**src/hw/rtl/rolling_hash_string_search_core_macros.svh**
```systemverilog
// Assertion macros for the rolling hash search core.
// They expect clk and rst_n in the scope of use.
`ifndef ROLLING_HASH_STRING_SEARCH_CORE_MACROS_SVH
`define ROLLING_HASH_STRING_SEARCH_CORE_MACROS_SVH

// same-cycle implication
`define RHS_ASSERT_NOW(lbl, ante, cons) \
  lbl: assert property (@(posedge clk) disable iff (!rst_n) (ante) |-> (cons)) \
    else $error("rhs same-cycle check failed");

// next-cycle implication
`define RHS_ASSERT_NEXT(lbl, ante, cons) \
  lbl: assert property (@(posedge clk) disable iff (!rst_n) (ante) |=> (cons)) \
    else $error("rhs next-cycle check failed");

`endif

```
**src/hw/rtl/rhs_pkg.sv**
```systemverilog
package rhs_pkg;

  localparam int MODE_W = 2;
  localparam int BYTE_W = 8;
  localparam int HASH_W = 32;
  localparam int POS_W  = 16;

  typedef logic [MODE_W-1:0] mode_t;
  typedef logic [BYTE_W-1:0] byte_t;
  typedef logic [POS_W-1:0]  pos_t;

  localparam mode_t MODE_CLEAR = 2'd0;
  localparam mode_t MODE_PAT   = 2'd1;
  localparam mode_t MODE_TEXT  = 2'd2;

  typedef struct packed {
    logic clear_all;
    logic pat_add;
    logic txt_start;
    logic txt_mul;
    logic txt_hash;
    logic ver_start;
    logic ver_read;
    logic ver_step;
    logic ver_hit;
    logic emit;
  } cmd_t;

  typedef struct packed {
    logic text_zero;
    logic pat_full;
    logic hash_hit;
    logic ver_eq;
    logic ver_last;
    logic last;
  } sts_t;

endpackage

```
**src/hw/rtl/rhs_in_if.sv**
```systemverilog
interface rhs_in_if;
  logic               valid;
  logic               ready;
  rhs_pkg::mode_t     mode;
  rhs_pkg::byte_t     data_byte;
  logic               last;

  modport source (output valid, output mode, output data_byte, output last, input ready);
  modport sink   (input valid, input mode, input data_byte, input last, output ready);
endinterface

```
**src/hw/rtl/rhs_out_if.sv**
```systemverilog
interface rhs_out_if;
  logic          valid;
  logic          ready;
  logic          found;
  rhs_pkg::pos_t match_position;

  modport source (output valid, output found, output match_position, input ready);
  modport sink   (input valid, input found, input match_position, output ready);
endinterface

```
**src/hw/rtl/rhs_ctrl.sv**
```systemverilog
module rhs_ctrl (
  input  logic           clk,
  input  logic           rst_n,
  input  logic           in_valid,
  input  rhs_pkg::mode_t in_mode,
  output logic           in_ready,
  output logic           out_valid,
  input  logic           out_ready,
  output rhs_pkg::cmd_t  cmd,
  input  rhs_pkg::sts_t  sts
);

  localparam logic [2:0] S_IDLE = 3'd0;
  localparam logic [2:0] S_TXT1 = 3'd1;
  localparam logic [2:0] S_TXT2 = 3'd2;
  localparam logic [2:0] S_CHK  = 3'd3;
  localparam logic [2:0] S_VRD  = 3'd4;
  localparam logic [2:0] S_VCMP = 3'd5;
  localparam logic [2:0] S_FIN  = 3'd6;

  logic [2:0] state_r, state_nxt;
  logic       out_valid_r, out_valid_nxt;
  logic       slot_free;

  assign slot_free = !out_valid_r || out_ready;
  assign in_ready  = (state_r == S_IDLE);
  assign out_valid = out_valid_r;

  always_comb begin
    cmd       = '0;
    state_nxt = state_r;
    unique case (state_r)
      S_IDLE: begin
        if (in_valid) begin
          unique case (in_mode)
            rhs_pkg::MODE_CLEAR: cmd.clear_all = 1'b1;
            rhs_pkg::MODE_PAT: begin
              if (sts.text_zero && !sts.pat_full) cmd.pat_add = 1'b1;
            end
            rhs_pkg::MODE_TEXT: begin
              cmd.txt_start = 1'b1;
              state_nxt     = S_TXT1;
            end
            default: ;
          endcase
        end
      end
      S_TXT1: begin
        cmd.txt_mul = 1'b1;
        state_nxt   = S_TXT2;
      end
      S_TXT2: begin
        cmd.txt_hash = 1'b1;
        state_nxt    = S_CHK;
      end
      S_CHK: begin
        if (sts.hash_hit) begin
          cmd.ver_start = 1'b1;
          state_nxt     = S_VRD;
        end else if (!sts.last) begin
          state_nxt = S_IDLE;
        end else if (slot_free) begin
          cmd.emit  = 1'b1;
          state_nxt = S_IDLE;
        end else begin
          state_nxt = S_FIN;
        end
      end
      S_VRD: begin
        cmd.ver_read = 1'b1;
        state_nxt    = S_VCMP;
      end
      S_VCMP: begin
        if (!sts.ver_eq) begin
          state_nxt = S_FIN;
        end else if (sts.ver_last) begin
          cmd.ver_hit = 1'b1;
          state_nxt   = S_FIN;
        end else begin
          cmd.ver_step = 1'b1;
          state_nxt    = S_VRD;
        end
      end
      S_FIN: begin
        if (!sts.last) begin
          state_nxt = S_IDLE;
        end else if (slot_free) begin
          cmd.emit  = 1'b1;
          state_nxt = S_IDLE;
        end
      end
      default: state_nxt = S_IDLE;
    endcase
  end

  always_comb begin
    if (cmd.emit) out_valid_nxt = 1'b1;
    else if (out_ready) out_valid_nxt = 1'b0;
    else out_valid_nxt = out_valid_r;
  end

  always_ff @(posedge clk) begin
    if (!rst_n) begin
      state_r     <= S_IDLE;
      out_valid_r <= 1'b0;
    end else begin
      state_r     <= state_nxt;
      out_valid_r <= out_valid_nxt;
    end
  end

endmodule

```
**src/hw/rtl/rhs_dp.sv**
```systemverilog
module rhs_dp #(
  parameter int              PATTERN_MAX = 128,
  parameter longint unsigned TEXT_MAX    = 65536
) (
  input  logic           clk,
  input  logic           rst_n,
  input  rhs_pkg::byte_t in_byte,
  input  logic           in_last,
  input  rhs_pkg::cmd_t  cmd,
  output rhs_pkg::sts_t  sts,
  output logic           out_found,
  output rhs_pkg::pos_t  out_pos
);

  localparam int PCW = $clog2(PATTERN_MAX + 1);
  localparam int PAW = (PATTERN_MAX > 1) ? $clog2(PATTERN_MAX) : 1;
  localparam int TCW = $clog2(TEXT_MAX + 1);
  localparam int CW0 = (TCW > PCW) ? TCW : PCW;
  localparam int CW  = ((CW0 > rhs_pkg::POS_W) ? CW0 : rhs_pkg::POS_W) + 1;

  function automatic logic [rhs_pkg::HASH_W-1:0] mul10(input logic [rhs_pkg::HASH_W-1:0] x);
    return (x << 3) + (x << 1);
  endfunction

  rhs_pkg::byte_t pat_mem [PATTERN_MAX];
  rhs_pkg::byte_t win_mem [PATTERN_MAX];

  // search and pattern state
  logic [PCW-1:0]             pcount_r;
  logic [rhs_pkg::HASH_W-1:0] phash_r, shift_r, whash_r;
  logic [TCW-1:0]             tcount_r;
  logic                       seen_r;
  rhs_pkg::pos_t              first_r;
  logic [PAW-1:0]             head_r;

  // per-item working registers
  rhs_pkg::byte_t             byte_r, win_rd_r, pat_rd_r;
  logic                       last_r;
  logic [TCW-1:0]             before_r;
  logic [rhs_pkg::HASH_W-1:0] prod_r;
  logic [PAW-1:0]             k_r, p_r;
  logic                       out_found_r;
  rhs_pkg::pos_t              out_pos_r;

  logic [CW-1:0]              m_x, before_x, pos_x;
  logic                       pat_empty, roll, full;
  logic [PAW-1:0]             head_adv, p_adv, win_rd_addr, win_wr_addr;
  logic [rhs_pkg::HASH_W-1:0] hash_base;
  rhs_pkg::pos_t              pos16;

  assign m_x       = CW'(pcount_r);
  assign before_x  = CW'(before_r);
  assign pat_empty = (pcount_r == '0);
  assign roll      = (before_x >= m_x);
  assign full      = (before_x + CW'(1) >= m_x);
  assign head_adv  = (CW'(head_r) == m_x - CW'(1)) ? '0 : head_r + PAW'(1);
  assign p_adv     = (CW'(p_r) == m_x - CW'(1)) ? '0 : p_r + PAW'(1);
  assign win_rd_addr = cmd.ver_read ? p_r : head_r;
  assign win_wr_addr = roll ? head_r : before_r[PAW-1:0];
  assign hash_base = roll ? (whash_r - prod_r) : whash_r;

  assign pos_x = (before_x >= CW'(TEXT_MAX)) ? CW'(TEXT_MAX - 1)
                                             : before_x + CW'(1) - m_x;
  assign pos16 = (pos_x > CW'(16'hFFFF)) ? 16'hFFFF : pos_x[rhs_pkg::POS_W-1:0];

  assign sts.text_zero = (tcount_r == '0);
  assign sts.pat_full  = (pcount_r == PCW'(PATTERN_MAX));
  assign sts.hash_hit  = !seen_r && !pat_empty && full && (whash_r == phash_r);
  assign sts.ver_eq    = (win_rd_r == pat_rd_r);
  assign sts.ver_last  = (CW'(k_r) == m_x - CW'(1));
  assign sts.last      = last_r;

  assign out_found = out_found_r;
  assign out_pos   = out_pos_r;

  always_ff @(posedge clk) begin
    if (cmd.pat_add) pat_mem[pcount_r[PAW-1:0]] <= in_byte;
    if (cmd.ver_read) pat_rd_r <= pat_mem[k_r];
  end

  always_ff @(posedge clk) begin
    if (cmd.txt_mul && !pat_empty) win_mem[win_wr_addr] <= byte_r;
    if (cmd.txt_start || cmd.ver_read) win_rd_r <= win_mem[win_rd_addr];
  end

  always_ff @(posedge clk) begin
    if (!rst_n) begin
      pcount_r <= '0;
      phash_r  <= '0;
      shift_r  <= rhs_pkg::HASH_W'(1);
      tcount_r <= '0;
      whash_r  <= '0;
      seen_r   <= 1'b0;
      first_r  <= '0;
      head_r   <= '0;
    end else if (cmd.clear_all) begin
      pcount_r <= '0;
      phash_r  <= '0;
      shift_r  <= rhs_pkg::HASH_W'(1);
      tcount_r <= '0;
      whash_r  <= '0;
      seen_r   <= 1'b0;
      first_r  <= '0;
      head_r   <= '0;
    end else if (cmd.emit) begin
      tcount_r <= '0;
      whash_r  <= '0;
      seen_r   <= 1'b0;
      first_r  <= '0;
      head_r   <= '0;
    end else begin
      if (cmd.pat_add) begin
        if (!pat_empty) shift_r <= mul10(shift_r);
        phash_r  <= mul10(phash_r) + rhs_pkg::HASH_W'(in_byte);
        pcount_r <= pcount_r + PCW'(1);
      end
      if (cmd.txt_start && (tcount_r < TCW'(TEXT_MAX))) tcount_r <= tcount_r + TCW'(1);
      if (cmd.txt_mul && !pat_empty && roll) head_r <= head_adv;
      if (cmd.txt_hash) begin
        if (pat_empty) begin
          if (!seen_r) begin
            seen_r  <= 1'b1;
            first_r <= '0;
          end
        end else begin
          whash_r <= mul10(hash_base) + rhs_pkg::HASH_W'(byte_r);
        end
      end
      if (cmd.ver_hit) begin
        seen_r  <= 1'b1;
        first_r <= pos16;
      end
    end
  end

  always_ff @(posedge clk) begin
    if (cmd.txt_start) begin
      byte_r   <= in_byte;
      last_r   <= in_last;
      before_r <= tcount_r;
    end
    if (cmd.txt_mul) prod_r <= rhs_pkg::HASH_W'(win_rd_r) * shift_r;
    if (cmd.ver_start) begin
      k_r <= '0;
      p_r <= head_r;
    end else if (cmd.ver_step) begin
      k_r <= k_r + PAW'(1);
      p_r <= p_adv;
    end
    if (cmd.emit) begin
      out_found_r <= seen_r;
      out_pos_r   <= seen_r ? first_r : '0;
    end
  end

endmodule

```
**src/hw/rtl/rolling_hash_string_search_core.sv**
```systemverilog
// Clear and pattern items are done in IDLE; a text item passes IDLE, TXT1, TXT2 and CHK,
// plus VRD and VCMP per byte compared and FIN when the window hash hits (serial check).
// No item is taken until a text item is through; a result waits in an output register so
// the next text can start, but a last item waits in FIN while that register is full.
// Reset (rst_n low, synchronous) empties pattern and search, not the pattern/window RAMs.
`include "rolling_hash_string_search_core_macros.svh"

module rolling_hash_string_search_core #(
  parameter int              PATTERN_MAX = 128,
  parameter longint unsigned TEXT_MAX    = 65536
) (
  input  logic              clk,
  input  logic              rst_n,
  rhs_in_if.sink            in_ch,
  rhs_out_if.source         out_ch
);

  rhs_pkg::cmd_t cmd;
  rhs_pkg::sts_t sts;

  rhs_ctrl u_ctrl (
    .clk       (clk),
    .rst_n     (rst_n),
    .in_valid  (in_ch.valid),
    .in_mode   (in_ch.mode),
    .in_ready  (in_ch.ready),
    .out_valid (out_ch.valid),
    .out_ready (out_ch.ready),
    .cmd       (cmd),
    .sts       (sts)
  );

  rhs_dp #(
    .PATTERN_MAX (PATTERN_MAX),
    .TEXT_MAX    (TEXT_MAX)
  ) u_dp (
    .clk       (clk),
    .rst_n     (rst_n),
    .in_byte   (in_ch.data_byte),
    .in_last   (in_ch.last),
    .cmd       (cmd),
    .sts       (sts),
    .out_found (out_ch.found),
    .out_pos   (out_ch.match_position)
  );

  `RHS_ASSERT_NEXT(a_text_busy, in_ch.valid && in_ch.ready && in_ch.mode == rhs_pkg::MODE_TEXT, !in_ch.ready)
  `RHS_ASSERT_NOW(a_cmd_onehot, 1'b1, $onehot0(cmd))
  `RHS_ASSERT_NOW(a_miss_pos_zero, out_ch.valid && !out_ch.found, out_ch.match_position == '0)

endmodule

```
**src/flat_wrapper.sv**
```systemverilog
// flat-port wrapper written by rule: the top's interface ports become plain ports
module rolling_hash_string_search_core_flat 
#(
  parameter int              PATTERN_MAX = 128,
  parameter longint unsigned TEXT_MAX    = 65536
)
  (clk, rst_n, in_ch_valid, in_ch_mode, in_ch_data_byte, in_ch_last, in_ch_ready, out_ch_valid, out_ch_found, out_ch_match_position, out_ch_ready);
  rhs_in_if in_ch_i ();
  rhs_out_if out_ch_i ();
  input  logic clk;
  input  logic rst_n;
  input wire logic [$bits(in_ch_i.valid)-1:0] in_ch_valid;
  input wire logic [$bits(in_ch_i.mode)-1:0] in_ch_mode;
  input wire logic [$bits(in_ch_i.data_byte)-1:0] in_ch_data_byte;
  input wire logic [$bits(in_ch_i.last)-1:0] in_ch_last;
  output wire logic [$bits(in_ch_i.ready)-1:0] in_ch_ready;
  output wire logic [$bits(out_ch_i.valid)-1:0] out_ch_valid;
  output wire logic [$bits(out_ch_i.found)-1:0] out_ch_found;
  output wire logic [$bits(out_ch_i.match_position)-1:0] out_ch_match_position;
  input wire logic [$bits(out_ch_i.ready)-1:0] out_ch_ready;
  assign in_ch_i.valid = in_ch_valid;
  assign in_ch_i.mode = in_ch_mode;
  assign in_ch_i.data_byte = in_ch_data_byte;
  assign in_ch_i.last = in_ch_last;
  assign in_ch_ready = in_ch_i.ready;
  assign out_ch_valid = out_ch_i.valid;
  assign out_ch_found = out_ch_i.found;
  assign out_ch_match_position = out_ch_i.match_position;
  assign out_ch_i.ready = out_ch_ready;
  rolling_hash_string_search_core #(.PATTERN_MAX(PATTERN_MAX), .TEXT_MAX(TEXT_MAX)) u_core (.clk(clk), .rst_n(rst_n), .in_ch(in_ch_i), .out_ch(out_ch_i));
endmodule
```
**config.mk**
```make
export PLATFORM = sky130hd
export DESIGN_NAME = rolling_hash_string_search_core_flat
export DESIGN_NICKNAME = d
export VERILOG_FILES = /design/src/hw/rtl/rhs_pkg.sv /design/src/hw/rtl/rhs_in_if.sv /design/src/hw/rtl/rhs_out_if.sv /design/src/hw/rtl/rhs_ctrl.sv /design/src/hw/rtl/rhs_dp.sv /design/src/hw/rtl/rolling_hash_string_search_core.sv /design/src/flat_wrapper.sv
export VERILOG_INCLUDE_DIRS = /design/src /design/src/hw/rtl
export SDC_FILE = /design/constraint.sdc
export NUM_CORES = 2
export LEC_CHECK = 0
export BUFFER_PORTS_ARGS = -buffer_cell sky130_fd_sc_hd__buf_2
export CORE_UTILIZATION = 60
export DETAILED_ROUTE_END_ITERATION = 8
export GPL_ROUTABILITY_DRIVEN = 0
export GPL_TIMING_DRIVEN = 0
export PLACE_DENSITY = 0.81
export SLEW_MARGIN = 0
export SYNTH_ARGS = -nofsm -noshare
export SYNTH_HDL_FRONTEND = slang
export SYNTH_SLANG_ARGS = --single-unit
```
**constraint.sdc**
```tcl
create_clock -name clk -period 8.25 [get_ports clk]
set_clock_uncertainty 0.05 [all_clocks]
set_input_delay 1.2375 -clock clk [delete_from_list [all_inputs] [get_ports clk]]
set_output_delay 1.2375 -clock clk [all_outputs]
set_load 0.01 [all_outputs]
```
# Word-level counts from Yosys, hierarchy flattened
# Memories as Yosys holds them, arrays and structs flattened. A register that Yosys moved wholly into a read port is not among the register bits.
# Index checks and enable logic that the tools add are counted.
classes:
  reduce_logical: 28
  multipliers: 1
  n_eq_ne: 17
  mux: 51
  add_sub_neg: 14
  n_lt_le_gt_ge: 5
  n_bitwise: 3
op_table:
  columns: ["operator", "count"]
  rows:
  - ["32-bit adder", 3]
  - ["16-bit 2-to-1 mux", 5]
  - ["32-bit by 8-bit adder with 32-bit output", 2]
  - ["7-bit by 18-bit equality test with 1-bit output", 3]
  - ["7-bit 2-to-1 mux", 6]
  - ["32-bit equality test", 1]
  - ["8-bit by 32-bit multiplier with 31-bit output", 1]
  - ["31-bit 2-to-1 mux", 1]
  - ["31-bit subtractor", 1]
  - ["3-bit 2-to-1 mux", 9]
  - ["1-bit 2-to-1 mux", 23]
  - ["7-bit by 1-bit adder with 7-bit output (second input constant)", 3]
  - ["3-bit case mux with 7 select lines", 1]
  - ["17-bit by 1-bit adder with 18-bit output (second input constant)", 1]
  - ["18-bit by 8-bit >= comparator with 1-bit output", 1]
  - ["18-bit by 16-bit > comparator with 1-bit output (second input constant)", 1]
  - ["18-bit 2-to-1 mux", 1]
  - ["18-bit by 8-bit subtractor with 18-bit output", 1]
  - ["17-bit by 1-bit adder with 17-bit output (second input constant)", 1]
  - ["17-bit >= comparator (second input constant)", 1]
  - ["17-bit by 8-bit >= comparator with 1-bit output", 1]
  - ["17-bit zero test", 1]
  - ["17-bit less-than comparator (second input constant)", 1]
  - ["3-bit equality test (second input constant)", 3]
  - ["25 further kinds", 47]
word_totals:
  memories: 2
  wordCells: 139
  mem_bits_rw: 2048
  register_bits: 237
mem_list:
  columns: ["memory", "words", "width", "read_ports", "rd_ports_with_merged_regs", "wr", "line", "rtl"]
  rows:
  - ["u_core.u_dp.pat_mem", 128, 8, 1, 1, 1, "rhs_dp.sv:25", "rhs_pkg::byte_t pat_mem [PATTERN_MAX];"]
  - ["u_core.u_dp.win_mem", 128, 8, 1, 1, 1, "rhs_dp.sv:26", "rhs_pkg::byte_t win_mem [PATTERN_MAX];"]

# Logic depth before layout (Yosys ltp)
depth:
  ltp_word: 9
  ltp_mapped: 28
  depth_no_buf: 26

# Modules after synthesis
# From an unflattened synthesis, not the netlist that was laid out.
hier_totals:
  hier_cells: 6434
  area_unflattened_um2: 104119.9
by_module_without_submodules:
  columns: ["mod", "instances", "area_each_um2", "cells_per_inst"]
  rows:
  - ["rhs_dp", 1, 103732.0, 6389]
  - ["rhs_ctrl", 1, 387.9, 45]

# Least setup slack after synthesis
# Ideal clock, no wire load.
synth_timing:
  path_kind: "reg2reg"
  from: "register u_core.u_dp.pcount_r[2]"
  to: "register u_core.u_dp.whash_r[27] in the netlist's numbering"
  path_stages_with_launch: 26
  path_slack_ps: 2060
  setup_ps: 70
  arrival_ps: 6071
  t_required_ps: 8130
  path_cell_list: "dfxtp_1 clkbuf_1 clkinv_1 ha_1 o21a_1 o21a_1 o211ai_1 a211o_1 nand2_1 clkbuf_1 buf_1 buf_1 nor2_1 a21oi_1 fa_1 ha_1 a41o_1 or4b_2 a31oi_1 o31ai_1 a221o_1 a21o_1 a21oi_1 xnor2_1 nand2_1 a21oi_1"
synth_between:
  elab_chain_len: 8
synth_lines:
  columns: ["element", "line", "rtl"]
  rows:
  - ["from (decl)", "rhs_dp.sv:29", "logic [PCW-1:0] pcount_r;"]
  - ["from (signal assigned)", "rhs_dp.sv:115", "pcount_r <= pcount_r + PCW'(1);"]
  - ["branches (longest 8 deep; another with 32-bit adder)", null, null]
  - ["to (signal assigned)", "rhs_dp.sv:126", "whash_r <= mul10(hash_base) + rhs_pkg::HASH_W'(byte_r);"]
  - ["to (decl)", "rhs_dp.sv:30", "logic [rhs_pkg::HASH_W-1:0] phash_r, shift_r, whash_r;"]
# Several ways; the timed one is not identified.
# A chain may end at the register's enable or synchronous reset.

# Final worst setup path
layout_timing:
  from: "register u_core.u_dp.pcount_r[5]"
  to: "register u_core.u_dp.whash_r[31] in the netlist's numbering"
# Same word-level chain as after synthesis.

==> out/results.tsv <==
metric	value	unit
total gr overflow	0	
CP Max Fanout	10	
Clock transition at path regs	0.06	ns
Post-Synth Simple-Gate Area	9.49	%
Placed Instance Area	110000	µm²
CP endpoint	u_core.u_dp.whash_r[31]$_SDFFE_PP0P_	
M1 GR Usage	44.3	%
first-pass GRT wire length	454000	µm
vias in the first global route	69900	
cts repair resizes	1	
dpl hpwl	207000	µm
gr usage total	35.5	%
Nets	8159	
hold path start	u_core.u_dp.first_r[15]$_SDFFE_PP0P_	
Tcrit/Tclk final	96.1	%
reg-to-reg endpoint	u_core.u_dp.whash_r[31]$_SDFFE_PP0P_	
Compound-Gate Fraction of Synth Area	8.47	%
IR drop worst, VDD	0.227	mV
CP startpoint	u_core.u_dp.pcount_r[5]$_SDFFE_PP0P_	
status	complete, but fails checks	
Slew Viols, Final	60	
CTS tree	done	
reg2reg setup slack	0.32	ns
CTS buffer count	219	
final hold vios	0	
async set-reset flop share out of synthesis	0	%
Syn Inst Count	7436	
1st-pass router iterations	9	
Row Count	153	
HP Class	reg2reg	
IO Port Bufs	33	
post-route ant nets	0	
cts-stage hold buffer count	0	
PwrDens	202	nW/µm²
die footprint	177000	µm²
FF-to-FF Start	u_core.u_dp.pcount_r[5]$_SDFFE_PP0P_	
Residual DRC	436	
largest net degree at the start of global routing	97	
via-per-instance ratio	6.92	
Core ar.	174000	µm²
Setup violations, final	0	
grt peak-use layer	met2	
Worst Tran Pin Value	1.62	ns
GRT met2 Usage	54.5	%
fin crit period	7.93	ns
H-tree depth	4	
kind of critical path	reg2reg	
Pleak	0.0392	µW
highest-count cells in the layout ignoring fill and taps	edfxtp_1 (2145), nand2_1 (861), nor2_1 (449)	
via count	71000	
proportion of synthesized area in mux cells	7.43	%
MaxCap Viol Count	6	
critical path launch point type	flip-flop	
highest clock rate	0.126	GHz
setup bufs post-CTS	0	
GR Util met3	10.9	%
IO Count	34	
initial antenna violation count	13	
required time worst endpoint	9.02	ns
smallest setup slack after layout	0.324	ns
post-synthesis sequential area ratio	64.1	%
DIE WIDTH	421	µm
Max Root-Sink Buffers	3	
CP delay by family, top	simple AND/OR/NAND/NOR gates	
Reg2Reg Depth	25	
clock sink count	2300	
Area Growth Syn to Fin	11.3	%
PnR Total Power	23600	µW
Synth Area in XOR/XNOR	2.12	%
slew margin rel.	-11.4	%
Post-Synth Adder-Cell Area	5.86	%
Die Y	421	µm
synth unique cells	82	
yosys warns	0	
share of post-route cells with drive strength above 1	10.7	%
RSZ-0062 raised after global routing	false	
mean post-synth cell area	14.2	µm²
iteration-0 DRC count of the detailed router	12100	
Routed WL	315000	µm
crit path DAT	8.69	ns
Worst-Skew Late Latency	0.93	ns
failing checks	design-rule violations, max-capacitance violations, max-slew violations	
design area	117000	µm²
Seq cells post-synth	2300	
endpoint class of the critical path	flip-flop	
largest family of logic cells by synthesized area	simple AND/OR/NAND/NOR gates	
Critical Path Slowest Stage Cell	or4b_2	
max incr delay on CP	0.67	ns
post-synth net total	7845	
ys flop type	edfxtp_1	
WHS	0.399	ns
number of synthesized flops with an enable pin	2145	
Crit. path cell count	25	
Initial Util	60.5	%
most common cell after layout, fill and taps aside	edfxtp_1	
drt wl/cell	30.7	µm
WP buf/inv	6	
Synth Cell Area	105000	µm²
clock root cell	clkbuf_16	
DP Worst Slack	-0.0108	ns
-- worst register-to-register path: cells and delay by family, from the launching register on --
family | cells | cell delay, ns
AOI/OAI and AO/OA | 7 | 1.85
and+or+nand+nor | 8 | 2.08
xor gates and xnor gates | 1 | 0.27
adders and majority gates | 3 | 1.30
DFF | 1 | 0.35
buffers and inverters | 6 | 1.96
-- cell families after synthesis --
family | count (synthesis)
AOI/OAI and AO/OA | 1301
xor gates and xnor gates | 253
adders and majority gates | 394
buffers and inverters | 693
DFF | 2300
muxes | 360
and+or+nand+nor | 2135
-- layer usage --
metal,vias to the layer above,share of wire (%)
met5,-,0.097
met2,6144,45
met4,24,7.6
met1,34600,33
li1,28700,-
met3,1486,14
-- where the power goes --
| group | switching, µW | total, µW | leakage, µW | internal [µW] |
|---|---|---|---|---|
| Combinational | 449 | 655 | 0.0151 | 206 |
| Sequential | 26.8 | 12700 | 0.0205 | 12700 |
| Clock | 4610 | 10200 | 0.00348 | 5620 |
-- flip-flops by register name (all words and copies together), names as in the netlist, 16 cells and up --
signal,cells
u_core.u_dp.before_r,17
u_core.u_dp.first_r,16
u_core.u_dp.out_pos,16
u_core.u_dp.pat_mem,1024
u_core.u_dp.phash_r,32
u_core.u_dp.prod_r,31
u_core.u_dp.shift_r,31
u_core.u_dp.tcount_r,17
u_core.u_dp.whash_r,32
u_core.u_dp.win_mem,1024
-- cells in the mapped netlist, drive strengths merged (26+ instances only) --
cell / instances / area share, %
edfxtp: 2145 / 61
nand2: 862 / 3.1
nor2: 451 / 1.6
and2: 430 / 2.6
a211oi: 405 / 2.9
clkbuf: 379 / 1.4
mux4: 336 / 7.2
a21oi: 288 / 1.4
inv: 245 / 0.87
ha: 229 / 2.7
a31oi: 172 / 1.0
fa: 165 / 3.1
dfxtp: 155 / 2.9
xnor2: 135 / 1.1
a311oi: 129 / 1.1
xor2: 117 / 0.97
nor3: 95 / 0.45
o21ai: 90 / 0.44
a21o: 79 / 0.57
buf: 67 / 0.26
nand3: 64 / 0.32
or2: 37 / 0.22
nand2b: 33 / 0.20
and3: 26 / 0.15
-- how the worst min path moves through the flow --
stage	depth (start not counted)	endpoint
floorplan	2	u_core.u_dp.first_r[0]$_SDFFE_PP0P_
global placement	2	u_core.u_dp.first_r[0]$_SDFFE_PP0P_
detailed placement	2	u_core.u_dp.first_r[15]$_SDFFE_PP0P_
CTS	2	u_core.u_dp.first_r[15]$_SDFFE_PP0P_
global route	2	u_core.u_dp.first_r[13]$_SDFFE_PP0P_
finish	2	u_core.u_dp.first_r[15]$_SDFFE_PP0P_
-- cell type report --
class | count | area, µm²
antenna | 8 | 20.0
buffer | 445 | 1710
clock buffer | 281 | 5770
clock inverter | 121 | 1440
fill | 10900 | 56900
inverter | 247 | 931
multi-input combinational | 4443 | 35200
sequential | 2300 | 67500
tap | 2325 | 2910
timing repair buffer | 94 | 1690
-- stage by stage --
stage               utilization, %  std cells  setup TNS (ns)
floorplan                        -       7436               0
global placement              62.3       9794          -0.117
CTS                           67.3      10300               0
detailed placement            63.2       9855         -0.0108
global route                  67.3      10300               0
finish                        67.3      10300               0
Note: power is estimated with default switching activity, not from simulation.
